==> config.mk <==
export PLATFORM = sky130hd
export DESIGN_NAME = subtractive_lagged_fibonacci_rng_unit
export DESIGN_NICKNAME = d
export VERILOG_FILES = /design/src/hdl/slfrng_pkg.sv /design/src/hdl/slfrng_cell.sv /design/src/hdl/slfrng_rem_div.sv /design/src/hdl/subtractive_lagged_fibonacci_rng_unit.sv
export SDC_FILE = /design/constraint.sdc
export NUM_CORES = 2
export LEC_CHECK = 0
export BUFFER_PORTS_ARGS = -buffer_cell sky130_fd_sc_hd__buf_2
export CORE_UTILIZATION = 60
export CTS_BUF_LIST = sky130_fd_sc_hd__clkbuf_4 sky130_fd_sc_hd__clkbuf_8
export CTS_CLUSTER_DIAMETER = 150
export CTS_CLUSTER_SIZE = 10
export DETAILED_ROUTE_END_ITERATION = 7
export PLACE_DENSITY = 0.83
export SETUP_SLACK_MARGIN = 0.5
export SLEW_MARGIN = 20
export SYNTH_ARGS = -nofsm -noshare
export SYNTH_HDL_FRONTEND = slang
export SYNTH_SLANG_ARGS = --single-unit
export TNS_END_PERCENT = 10
==> constraint.sdc <==
create_clock -name clk -period 74.7 [get_ports clk]
set_input_delay 14.94 -clock clk [delete_from_list [all_inputs] [get_ports clk]]
set_output_delay 14.94 -clock clk [all_outputs]
set_load 0.02 [all_outputs]
==> src/hdl/slfrng_pkg.sv <==
// Shared constants, types and a helper function of the lagged-Fibonacci generator.
package slfrng_pkg;

	localparam int unsigned RING_LEN       = 55;
	localparam int unsigned RING_W         = 30;
	localparam int unsigned MOD_W          = RING_W + 1;
	localparam int unsigned MODULUS_DEF    = 1000000000;
	localparam int unsigned TRAIL_START    = 24;
	localparam int unsigned LEAD_TAP       = RING_LEN - 1;
	localparam int unsigned TRAIL_TAP      = TRAIL_START - 1;
	localparam int unsigned SCATTER_STRIDE = 21;
	localparam int unsigned SCATTER_SLOT   = RING_LEN - SCATTER_STRIDE;
	localparam int unsigned WARMUP_DRAWS   = 165;
	localparam int unsigned CNT_W          = $clog2(WARMUP_DRAWS);
	localparam int unsigned DATA_W         = 32;
	localparam int unsigned SPAN_W         = DATA_W + 1;
	localparam int unsigned DIV_CNT_W      = $clog2(RING_W + 1);
	localparam int unsigned FUNC_W         = 2;

	localparam logic [RING_W-1:0] RESET_SEED = RING_W'(999);

	typedef enum logic [FUNC_W-1:0] {
		FUNC_RAW    = 2'd0,
		FUNC_RANGE  = 2'd1,
		FUNC_RESEED = 2'd2
	} func_t;

	typedef enum logic [1:0] {
		CELL_HOLD,
		CELL_SHIFT,
		CELL_SCATTER
	} cell_op_t;

	typedef enum logic [2:0] {
		ST_INIT,
		ST_SEED_DIV,
		ST_SCATTER,
		ST_WARM,
		ST_IDLE,
		ST_DRAW,
		ST_RANGE_DIV,
		ST_EMIT
	} state_t;

	function automatic logic [RING_W-1:0] sub_mod(
		input logic [RING_W-1:0] x,
		input logic [RING_W-1:0] y,
		input logic [MOD_W-1:0]  m
	);
		logic [MOD_W-1:0] sum;
		sum = (x >= y) ? MOD_W'(x) : (MOD_W'(x) + m);
		return RING_W'(sum - MOD_W'(y));
	endfunction

endpackage

==> src/hdl/slfrng_cell.sv <==
// One residue cell of the lag ring: holds, shifts from its neighbor or takes the scatter input.
module slfrng_cell (
	input  logic                             clk,
	input  slfrng_pkg::cell_op_t             op,
	input  logic [slfrng_pkg::RING_W-1:0]    shift_d,
	input  logic [slfrng_pkg::RING_W-1:0]    scatter_d,
	output logic [slfrng_pkg::RING_W-1:0]    value_q
);

	always_ff @(posedge clk) begin
		unique case (op)
			slfrng_pkg::CELL_SHIFT: begin
				value_q <= shift_d;
			end
			slfrng_pkg::CELL_SCATTER: begin
				value_q <= scatter_d;
			end
			default: begin
				value_q <= value_q;
			end
		endcase
	end

endmodule

==> src/hdl/slfrng_rem_div.sv <==
// Radix-2 restoring remainder unit, one dividend bit per cycle.
module slfrng_rem_div (
	input  logic                             clk,
	input  logic                             arst_n,
	input  logic                             start,
	input  logic [slfrng_pkg::RING_W-1:0]    dividend,
	input  logic [slfrng_pkg::SPAN_W-1:0]    divisor,
	output logic                             done_q,
	output logic [slfrng_pkg::SPAN_W-1:0]    rem_q
);

	logic [slfrng_pkg::RING_W-1:0]    dvd_q;
	logic [slfrng_pkg::SPAN_W-1:0]    dvs_q;
	logic [slfrng_pkg::DIV_CNT_W-1:0] cnt_q;
	logic                             busy_q;
	logic [slfrng_pkg::SPAN_W:0]      trial;
	logic                             fits;

	assign trial = {rem_q, dvd_q[slfrng_pkg::RING_W-1]};
	assign fits  = (trial >= {1'b0, dvs_q});

	always_ff @(posedge clk or negedge arst_n) begin
		if (!arst_n) begin
			busy_q <= 1'b0;
			done_q <= 1'b0;
			cnt_q  <= '0;
		end else begin
			done_q <= 1'b0;
			if (start) begin
				busy_q <= 1'b1;
				cnt_q  <= slfrng_pkg::DIV_CNT_W'(slfrng_pkg::RING_W);
			end else if (busy_q) begin
				cnt_q <= cnt_q - slfrng_pkg::DIV_CNT_W'(1);
				if (cnt_q == slfrng_pkg::DIV_CNT_W'(1)) begin
					busy_q <= 1'b0;
					done_q <= 1'b1;
				end
			end
		end
	end

	always_ff @(posedge clk) begin
		if (start) begin
			rem_q <= '0;
			dvd_q <= dividend;
			dvs_q <= divisor;
		end else if (busy_q) begin
			rem_q <= fits ? slfrng_pkg::SPAN_W'(trial - {1'b0, dvs_q})
			              : slfrng_pkg::SPAN_W'(trial);
			dvd_q <= {dvd_q[slfrng_pkg::RING_W-2:0], 1'b0};
		end
	end

endmodule

==> src/hdl/subtractive_lagged_fibonacci_rng_unit.sv <==
// Top level of the subtractive lagged-Fibonacci random number unit (lags 55 and 24).
// The 55 residues sit in a row of cells that shifts by one place per draw, the draw
// entering at the head; one item is worked at a time. A raw draw (func 0) passes from
// the accepting beat through the DRAW and EMIT states to the output. A ranged draw
// (func 1) passes through DRAW, RANGE_DIV and EMIT, where the radix-2 remainder unit
// (30 iterations) folds the draw into the span. Equal bounds return the upper bound
// with no draw. A reseed (func 2) reduces the seed register by the modulus in the same
// remainder unit, scatters it over the ring and runs 165 warm-up draws before its result
// shows. After reset the unit seeds itself from the reset seed and holds s_tready low
// until the warm-up ends. A finished result that finds the previous one still waiting on the
// output holds until m_tready frees it. An input beat is taken while a finished result
// still waits on the output.
module subtractive_lagged_fibonacci_rng_unit #(
	parameter int unsigned MODULUS = slfrng_pkg::MODULUS_DEF
) (
	input  logic                               clk,
	input  logic                               arst_n,
	input  logic                               seed_value_we,
	input  logic [slfrng_pkg::RING_W-1:0]      seed_value_wdata,
	input  logic                               s_tvalid,
	output logic                               s_tready,
	input  logic [2*slfrng_pkg::DATA_W-1:0]    s_tdata,   // range_low, range_high
	input  logic [slfrng_pkg::FUNC_W-1:0]      s_tuser,   // func
	output logic                               m_tvalid,
	input  logic                               m_tready,
	output logic [slfrng_pkg::DATA_W-1:0]      m_tdata    // value
);

	localparam logic [slfrng_pkg::MOD_W-1:0]  MOD_V    = slfrng_pkg::MOD_W'(MODULUS);
	localparam logic [slfrng_pkg::SPAN_W-1:0] MOD_SPAN = slfrng_pkg::SPAN_W'(MODULUS);

	slfrng_pkg::state_t                  state_q;
	slfrng_pkg::state_t                  state_d;
	slfrng_pkg::cell_op_t                cell_op;
	logic [slfrng_pkg::RING_W-1:0]       cell_val [slfrng_pkg::RING_LEN];
	logic [slfrng_pkg::RING_W-1:0]       draw_val;
	logic [slfrng_pkg::RING_W-1:0]       seed_q;
	logic [slfrng_pkg::RING_W-1:0]       gen_a_q;
	logic [slfrng_pkg::RING_W-1:0]       gen_b_q;
	logic [slfrng_pkg::CNT_W-1:0]        cnt_q;
	logic                                reply_q;
	logic [slfrng_pkg::FUNC_W-1:0]       func_q;
	logic signed [slfrng_pkg::DATA_W-1:0] lo_q;
	logic signed [slfrng_pkg::DATA_W-1:0] hi_q;
	logic signed [slfrng_pkg::DATA_W-1:0] in_low;
	logic signed [slfrng_pkg::DATA_W-1:0] in_high;
	logic [slfrng_pkg::SPAN_W-1:0]       span;
	logic [slfrng_pkg::DATA_W-1:0]       res_q;
	logic [slfrng_pkg::DATA_W-1:0]       out_q;
	logic                                out_valid_q;
	logic                                accept;
	logic                                emit;
	logic                                div_start;
	logic [slfrng_pkg::RING_W-1:0]       div_dividend;
	logic [slfrng_pkg::SPAN_W-1:0]       div_divisor;
	logic                                div_done;
	logic [slfrng_pkg::SPAN_W-1:0]       div_rem;

	assign in_low   = s_tdata[slfrng_pkg::DATA_W-1:0];
	assign in_high  = s_tdata[2*slfrng_pkg::DATA_W-1:slfrng_pkg::DATA_W];
	assign accept   = s_tvalid && s_tready;
	assign emit     = (state_q == slfrng_pkg::ST_EMIT) && (!out_valid_q || m_tready);
	assign draw_val = slfrng_pkg::sub_mod(cell_val[slfrng_pkg::LEAD_TAP],
		cell_val[slfrng_pkg::TRAIL_TAP], MOD_V);
	assign span     = {hi_q[slfrng_pkg::DATA_W-1], hi_q} - {lo_q[slfrng_pkg::DATA_W-1], lo_q}
		+ slfrng_pkg::SPAN_W'(1);
	assign m_tvalid = out_valid_q;
	assign m_tdata  = out_q;

	for (genvar i = 0; i < slfrng_pkg::RING_LEN; i++) begin : g_cell
		logic [slfrng_pkg::RING_W-1:0] shift_d;
		logic [slfrng_pkg::RING_W-1:0] scatter_d;

		if (i == 0) begin : g_head
			assign shift_d = draw_val;
		end else begin : g_body
			assign shift_d = cell_val[i-1];
		end

		if (i == slfrng_pkg::SCATTER_SLOT) begin : g_slot
			assign scatter_d = gen_a_q;
		end else begin : g_hop
			assign scatter_d = cell_val[(i + slfrng_pkg::SCATTER_STRIDE) % slfrng_pkg::RING_LEN];
		end

		slfrng_cell u_cell (
			.clk       (clk),
			.op        (cell_op),
			.shift_d   (shift_d),
			.scatter_d (scatter_d),
			.value_q   (cell_val[i])
		);
	end

	slfrng_rem_div u_rem_div (
		.clk      (clk),
		.arst_n   (arst_n),
		.start    (div_start),
		.dividend (div_dividend),
		.divisor  (div_divisor),
		.done_q   (div_done),
		.rem_q    (div_rem)
	);

	always_comb begin
		state_d = state_q;
		unique case (state_q)
			slfrng_pkg::ST_INIT: begin
				state_d = slfrng_pkg::ST_SEED_DIV;
			end
			slfrng_pkg::ST_SEED_DIV: begin
				if (div_done) begin
					state_d = slfrng_pkg::ST_SCATTER;
				end
			end
			slfrng_pkg::ST_SCATTER: begin
				if (cnt_q == slfrng_pkg::CNT_W'(slfrng_pkg::RING_LEN - 1)) begin
					state_d = slfrng_pkg::ST_WARM;
				end
			end
			slfrng_pkg::ST_WARM: begin
				if (cnt_q == slfrng_pkg::CNT_W'(slfrng_pkg::WARMUP_DRAWS - 1)) begin
					state_d = reply_q ? slfrng_pkg::ST_EMIT : slfrng_pkg::ST_IDLE;
				end
			end
			slfrng_pkg::ST_IDLE: begin
				if (s_tvalid) begin
					unique case (s_tuser)
						slfrng_pkg::FUNC_RAW: begin
							state_d = slfrng_pkg::ST_DRAW;
						end
						slfrng_pkg::FUNC_RANGE: begin
							state_d = (in_low == in_high) ? slfrng_pkg::ST_EMIT
							                              : slfrng_pkg::ST_DRAW;
						end
						slfrng_pkg::FUNC_RESEED: begin
							state_d = slfrng_pkg::ST_INIT;
						end
						default: begin
							state_d = slfrng_pkg::ST_EMIT;
						end
					endcase
				end
			end
			slfrng_pkg::ST_DRAW: begin
				state_d = (func_q == slfrng_pkg::FUNC_RAW) ? slfrng_pkg::ST_EMIT
				                                           : slfrng_pkg::ST_RANGE_DIV;
			end
			slfrng_pkg::ST_RANGE_DIV: begin
				if (div_done) begin
					state_d = slfrng_pkg::ST_EMIT;
				end
			end
			slfrng_pkg::ST_EMIT: begin
				if (!out_valid_q || m_tready) begin
					state_d = slfrng_pkg::ST_IDLE;
				end
			end
		endcase
	end

	always_comb begin
		s_tready     = 1'b0;
		cell_op      = slfrng_pkg::CELL_HOLD;
		div_start    = 1'b0;
		div_dividend = seed_q;
		div_divisor  = MOD_SPAN;
		unique case (state_q)
			slfrng_pkg::ST_INIT: begin
				div_start = 1'b1;
			end
			slfrng_pkg::ST_SCATTER: begin
				cell_op = slfrng_pkg::CELL_SCATTER;
			end
			slfrng_pkg::ST_WARM: begin
				cell_op = slfrng_pkg::CELL_SHIFT;
			end
			slfrng_pkg::ST_IDLE: begin
				s_tready = 1'b1;
			end
			slfrng_pkg::ST_DRAW: begin
				cell_op      = slfrng_pkg::CELL_SHIFT;
				div_start    = (func_q != slfrng_pkg::FUNC_RAW);
				div_dividend = draw_val;
				div_divisor  = span;
			end
			default: begin
			end
		endcase
	end

	always_ff @(posedge clk or negedge arst_n) begin
		if (!arst_n) begin
			state_q     <= slfrng_pkg::ST_INIT;
			cnt_q       <= '0;
			reply_q     <= 1'b0;
			out_valid_q <= 1'b0;
			seed_q      <= slfrng_pkg::RESET_SEED;
		end else begin
			state_q <= state_d;
			if ((state_d == state_q) && ((state_q == slfrng_pkg::ST_SCATTER) ||
				(state_q == slfrng_pkg::ST_WARM))) begin
				cnt_q <= cnt_q + slfrng_pkg::CNT_W'(1);
			end else begin
				cnt_q <= '0;
			end
			if (accept) begin
				reply_q <= 1'b1;
			end
			if (emit) begin
				out_valid_q <= 1'b1;
			end else if (m_tready) begin
				out_valid_q <= 1'b0;
			end
			if (seed_value_we) begin
				seed_q <= seed_value_wdata;
			end
		end
	end

	always_ff @(posedge clk) begin
		if ((state_q == slfrng_pkg::ST_SEED_DIV) && div_done) begin
			gen_a_q <= div_rem[slfrng_pkg::RING_W-1:0];
			gen_b_q <= slfrng_pkg::RING_W'(1);
		end else if (state_q == slfrng_pkg::ST_SCATTER) begin
			gen_a_q <= gen_b_q;
			gen_b_q <= slfrng_pkg::sub_mod(gen_a_q, gen_b_q, MOD_V);
		end
		if (accept) begin
			func_q <= s_tuser;
			if (in_low > in_high) begin
				lo_q <= in_high;
				hi_q <= in_low;
			end else begin
				lo_q <= in_low;
				hi_q <= in_high;
			end
			res_q <= (s_tuser == slfrng_pkg::FUNC_RANGE) ? in_high : '0;
		end else if ((state_q == slfrng_pkg::ST_DRAW) && (func_q == slfrng_pkg::FUNC_RAW)) begin
			res_q <= slfrng_pkg::DATA_W'(draw_val);
		end else if ((state_q == slfrng_pkg::ST_RANGE_DIV) && div_done) begin
			res_q <= div_rem[slfrng_pkg::DATA_W-1:0] + lo_q;
		end
		if (emit) begin
			out_q <= res_q;
		end
	end

endmodule

==> run_results.csv <==
group,metric,value,unit
drt,initialDrtViolationCount,4204,
power_and_ir_drop,power.density,45.6,mW/mm^2
global_routing,grt_start_max_net_pins,232,
floorplan,fp.dieArea,0.157,mm^2
logic_synthesis,ys_seq_elements,1986,
placement,port_buffers,134,
logic_synthesis,synth_edf_count,1873,
logic_synthesis,yosysWarnings,0,
timing,maxSlewViolCount,0,
timing,worst_slew_pin_slew,1.22,ns
clock_network,cts.htree.levels,4,
setup_path,endpoint_kind,"flop",
logic_synthesis,netlist_instances,6086,
logic_synthesis,synth.top_cells.by_count,"edfxtp_1, mux2_2, ha_1",
global_routing,overflow,0,
drt,wl,173000,um
placement,dp_slack,55.94,ns
floorplan,start_util,60.4,%
power_and_ir_drop,clkPwrFrac,14.9,%
drt,drc,0,
cells_and_area,drive_gt1_share,35.4,%
clock_network,clockBufferDepth,3,
flow_run,cap_viol_max_count,0,
run_status,status,"finished, final reports clean",
floorplan,core,0.154,mm^2
setup_path,rr_endpoint,"res_q[28]$_DFFE_PP_",
power_and_ir_drop,swShare,35.5,%
logic_synthesis,synth.most_common_cell,"edfxtp_1",
logic_synthesis,synth_ff_type,"edfxtp_1",
power_and_ir_drop,leakagePower,34.4,nW
drt,num_vias,49900,
drt,drtAntennaViolNets,0,
timing,fmax,56.1,MHz
cells_and_area,nets,6602,
setup_path,arrival,18.55,ns
clock_network,clock_sinks,1986,
worst_hold_path,hold_class,"flop to flop",
logic_synthesis,ys_async_sr_fraction,2.52,%
timing,fin_crit_sh,23.8,%
global_routing,grt_first_pass_wirelength,273000,um
clock_network,cts_tree,"built",
timing,relSlewSlack,18.2,%
clock_network,path_clk_slew,0.08,ns
setup_path,reg2reg_from,"g_cell[54].u_cell.value_q[27]$_DFFE_PP_",
clock_network,postCtsResizedCells,0,
setup_path,worst_ep_required_time,75.43,ns
timing,fin_skew,0.0822,ns
floorplan,die_w,396,um
timing,finalHoldViolCount,0,
placement,gp_congestion,0.943,
floorplan,ioPinCount,135,
power_and_ir_drop,intPower,2.93,mW
timing,holdWs,0.456,ns
clock_network,root_buffer,"clkbuf_8",
cells_and_area,post-route-util,64.7,%
logic_synthesis,avgSynthCellArea,15.3,um^2
timing,finalSetupViolCount,0,
setup_path,startpoint_type,"primary input",
timing,fin_ws,56.89,ns
cells_and_area,nFillCells,10500,
global_routing,grt_antenna_before_repair,3,
power_and_ir_drop,ir_drop,52.0,uV
placement,hpwl,114000,um
drt,viasPerCell,5.97,
timing,finalWorstPathRequiredPeriod,17.81,ns
worst_hold_path,worstHoldEndpoint,"m_tdata[7]$_DFFE_PP_",
clock_network,cts_hold_buf,0,
logic_synthesis,syn_nets,6459,
worst_hold_path,hp-start,"res_q[7]$_DFFE_PP_",
worst_hold_path,whs_path_depth,0,
floorplan,die_y,396,um
cells_and_area,syn_to_final_growth,7.13,%
drt,routedWlPerCell,20.7,um
logic_synthesis,yosysUniqueCellTypes,88,
drt,firstDrtPassIters,8,
logic_synthesis,ys_top_cells_by_area,"edfxtp_1, mux2_2, ha_1, o21ai_0, dfxtp_1",
clock_network,post-cts-setup-buffer-count,0,
clock_network,clock_latency,0.99,ns
global_routing,grt_pass1_vias,49800,
setup_path,ff2ff_path_depth,19,
setup_path,r2r_slack,67.52,ns
global_routing,grt_use_total,21.9,%
logic_synthesis,post-synth-top-area-cell,"edfxtp_1",
power_and_ir_drop,p_comb_share,37.8,%
power_and_ir_drop,p_sw,1.61,mW
setup_path,cp_max_fo,48,
logic_synthesis,synth_top_area_share,60.5,%
logic_synthesis,synth_area,0.0930,mm^2
power_and_ir_drop,seqPwrFrac,47.3,%
clock_network,cts_inserted_buffers,216,
logic_synthesis,ys_seq_area_share,63.2,%
timing,tns,0,ns
timing,rsz0062_at_grt,"no",
setup_path,crit_type,"primary input to flop",
floorplan,rows,144,
-- through the flow --
stage	power (mW)	area, um^2	cells
2_1_floorplan	3.97	93000	6086
6_report	4.54	99600	8352
3_5_place_dp	3.86	95700	8052
3_3_place_gp	3.80	95700	8052
4_1_cts	4.55	99500	8348
5_1_grt	4.79	99600	8352
-- critical path, cell delays in order --
cell and delay (ns):
buf_2 0.13, inv_1 0.06, ha_1 0.29, a21o_1 0.19, a21o_1 0.17, a21oi_1 0.13, o21ai_0 0.10, a21oi_1 0.24
nor2_1 0.08, a211o_4 0.35, a211oi_4 0.77, buf_4 0.62, mux2_2 0.41
-- flip-flops by register name, indices dropped and copies added (netlist names), 3 cells and up --
name,cells
cnt_q,8
g_cell.scatter_d,30
g_cell.u_cell.value_q,1650
gen_b_q,30
hi_q,32
lo_q,32
m_tdata,32
res_q,32
seed_q,30
state_q,3
u_rem_div.cnt_q,5
u_rem_div.dvd_q,30
u_rem_div.dvs_q,33
u_rem_div.rem_q,33
-- kinds of logic after synthesis --
kind of cell	count (synthesis)	synth area share (%)
flip-flops	1986	63.2
multiplexers	1722	20.8
AO/OA/AOI/OAI	788	5.27
AND/OR/NAND/NOR	659	3.30
buffers and inverters	481	1.99
adder cells (fa/ha/maj)	272	3.70
XOR/XNOR	178	1.68
-- power by group through the flow --
| stage | logic (mW) | clock network [mW] | registers [mW] |
|---|---|---|---|
| 2_1_floorplan | 1.22 | 0 | 2.75 |
| 3_3_place_gp | 1.65 | 0 | 2.15 |
| 3_5_place_dp | 1.69 | 0 | 2.16 |
| 4_1_cts | 1.71 | 0.693 | 2.15 |
| 5_1_grt | 1.86 | 0.731 | 2.20 |
| 6_report | 1.72 | 0.675 | 2.15 |
-- worst max path at each step --
stage / from / to / slack, ns / depth (start not counted)
after CTS: s_tdata[49] / lo_q[12]$_DFFE_PP_ / 57.00 / 13
after global routing: s_tdata[49] / lo_q[12]$_DFFE_PP_ / 56.76 / 13
after global placement: s_tdata[49] / hi_q[4]$_DFFE_PP_ / 56.01 / 13
after detailed placement: s_tdata[49] / hi_q[10]$_DFFE_PP_ / 55.94 / 13
final: s_tdata[57] / hi_q[4]$_DFFE_PP_ / 56.89 / 13
after floorplan: state_q[1]$_DFF_PN0_ / g_cell[0].u_cell.value_q[0]$_DFFE_PP_ / 39.30 / 8
-- metal layers --
layer | up-vias | global-route usage (%) | wire [um]
met5 | - | 0 | 17
met3 | 330 | 3.67 | 9470
met4 | 2 | 8.70 | 6260
met2 | 1333 | 34.3 | 80500
li1 | 23500 | - | -
met1 | 24700 | 30.8 | 76600
-- cell type report --
type | instances | area (um^2) | share of cell area, %
Inverter | 210 | 796 | 0.799
Antenna cell | 1 | 2.50 | 0.00251
Multi-Input combinational cell | 3619 | 32400 | 32.6
Tap cell | 2044 | 2560 | 2.57
Clock inverter | 15 | 260 | 0.261
Timing Repair Buffer | 196 | 1290 | 1.29
Sequential cell | 1986 | 58800 | 59.0
Clock buffer | 281 | 3470 | 3.48
-- layout by cell type, fill, tap and decap left out, drive strengths merged, types with 30 or more instances in the layout --
cell and instances:
edfxtp 1873, mux2 1699, clkbuf 281, o21ai 268
ha 267, nand2 242, inv 220, buf 196
a21oi 190, nor2 169, a21o 99, xor2 98
xnor2 80, dfxtp 63, nand3 52, dfrtp 42
nand4 34, nor3 33, nand2b 32, a31oi 30
No activity file was read; power rests on OpenSTA's default activity.
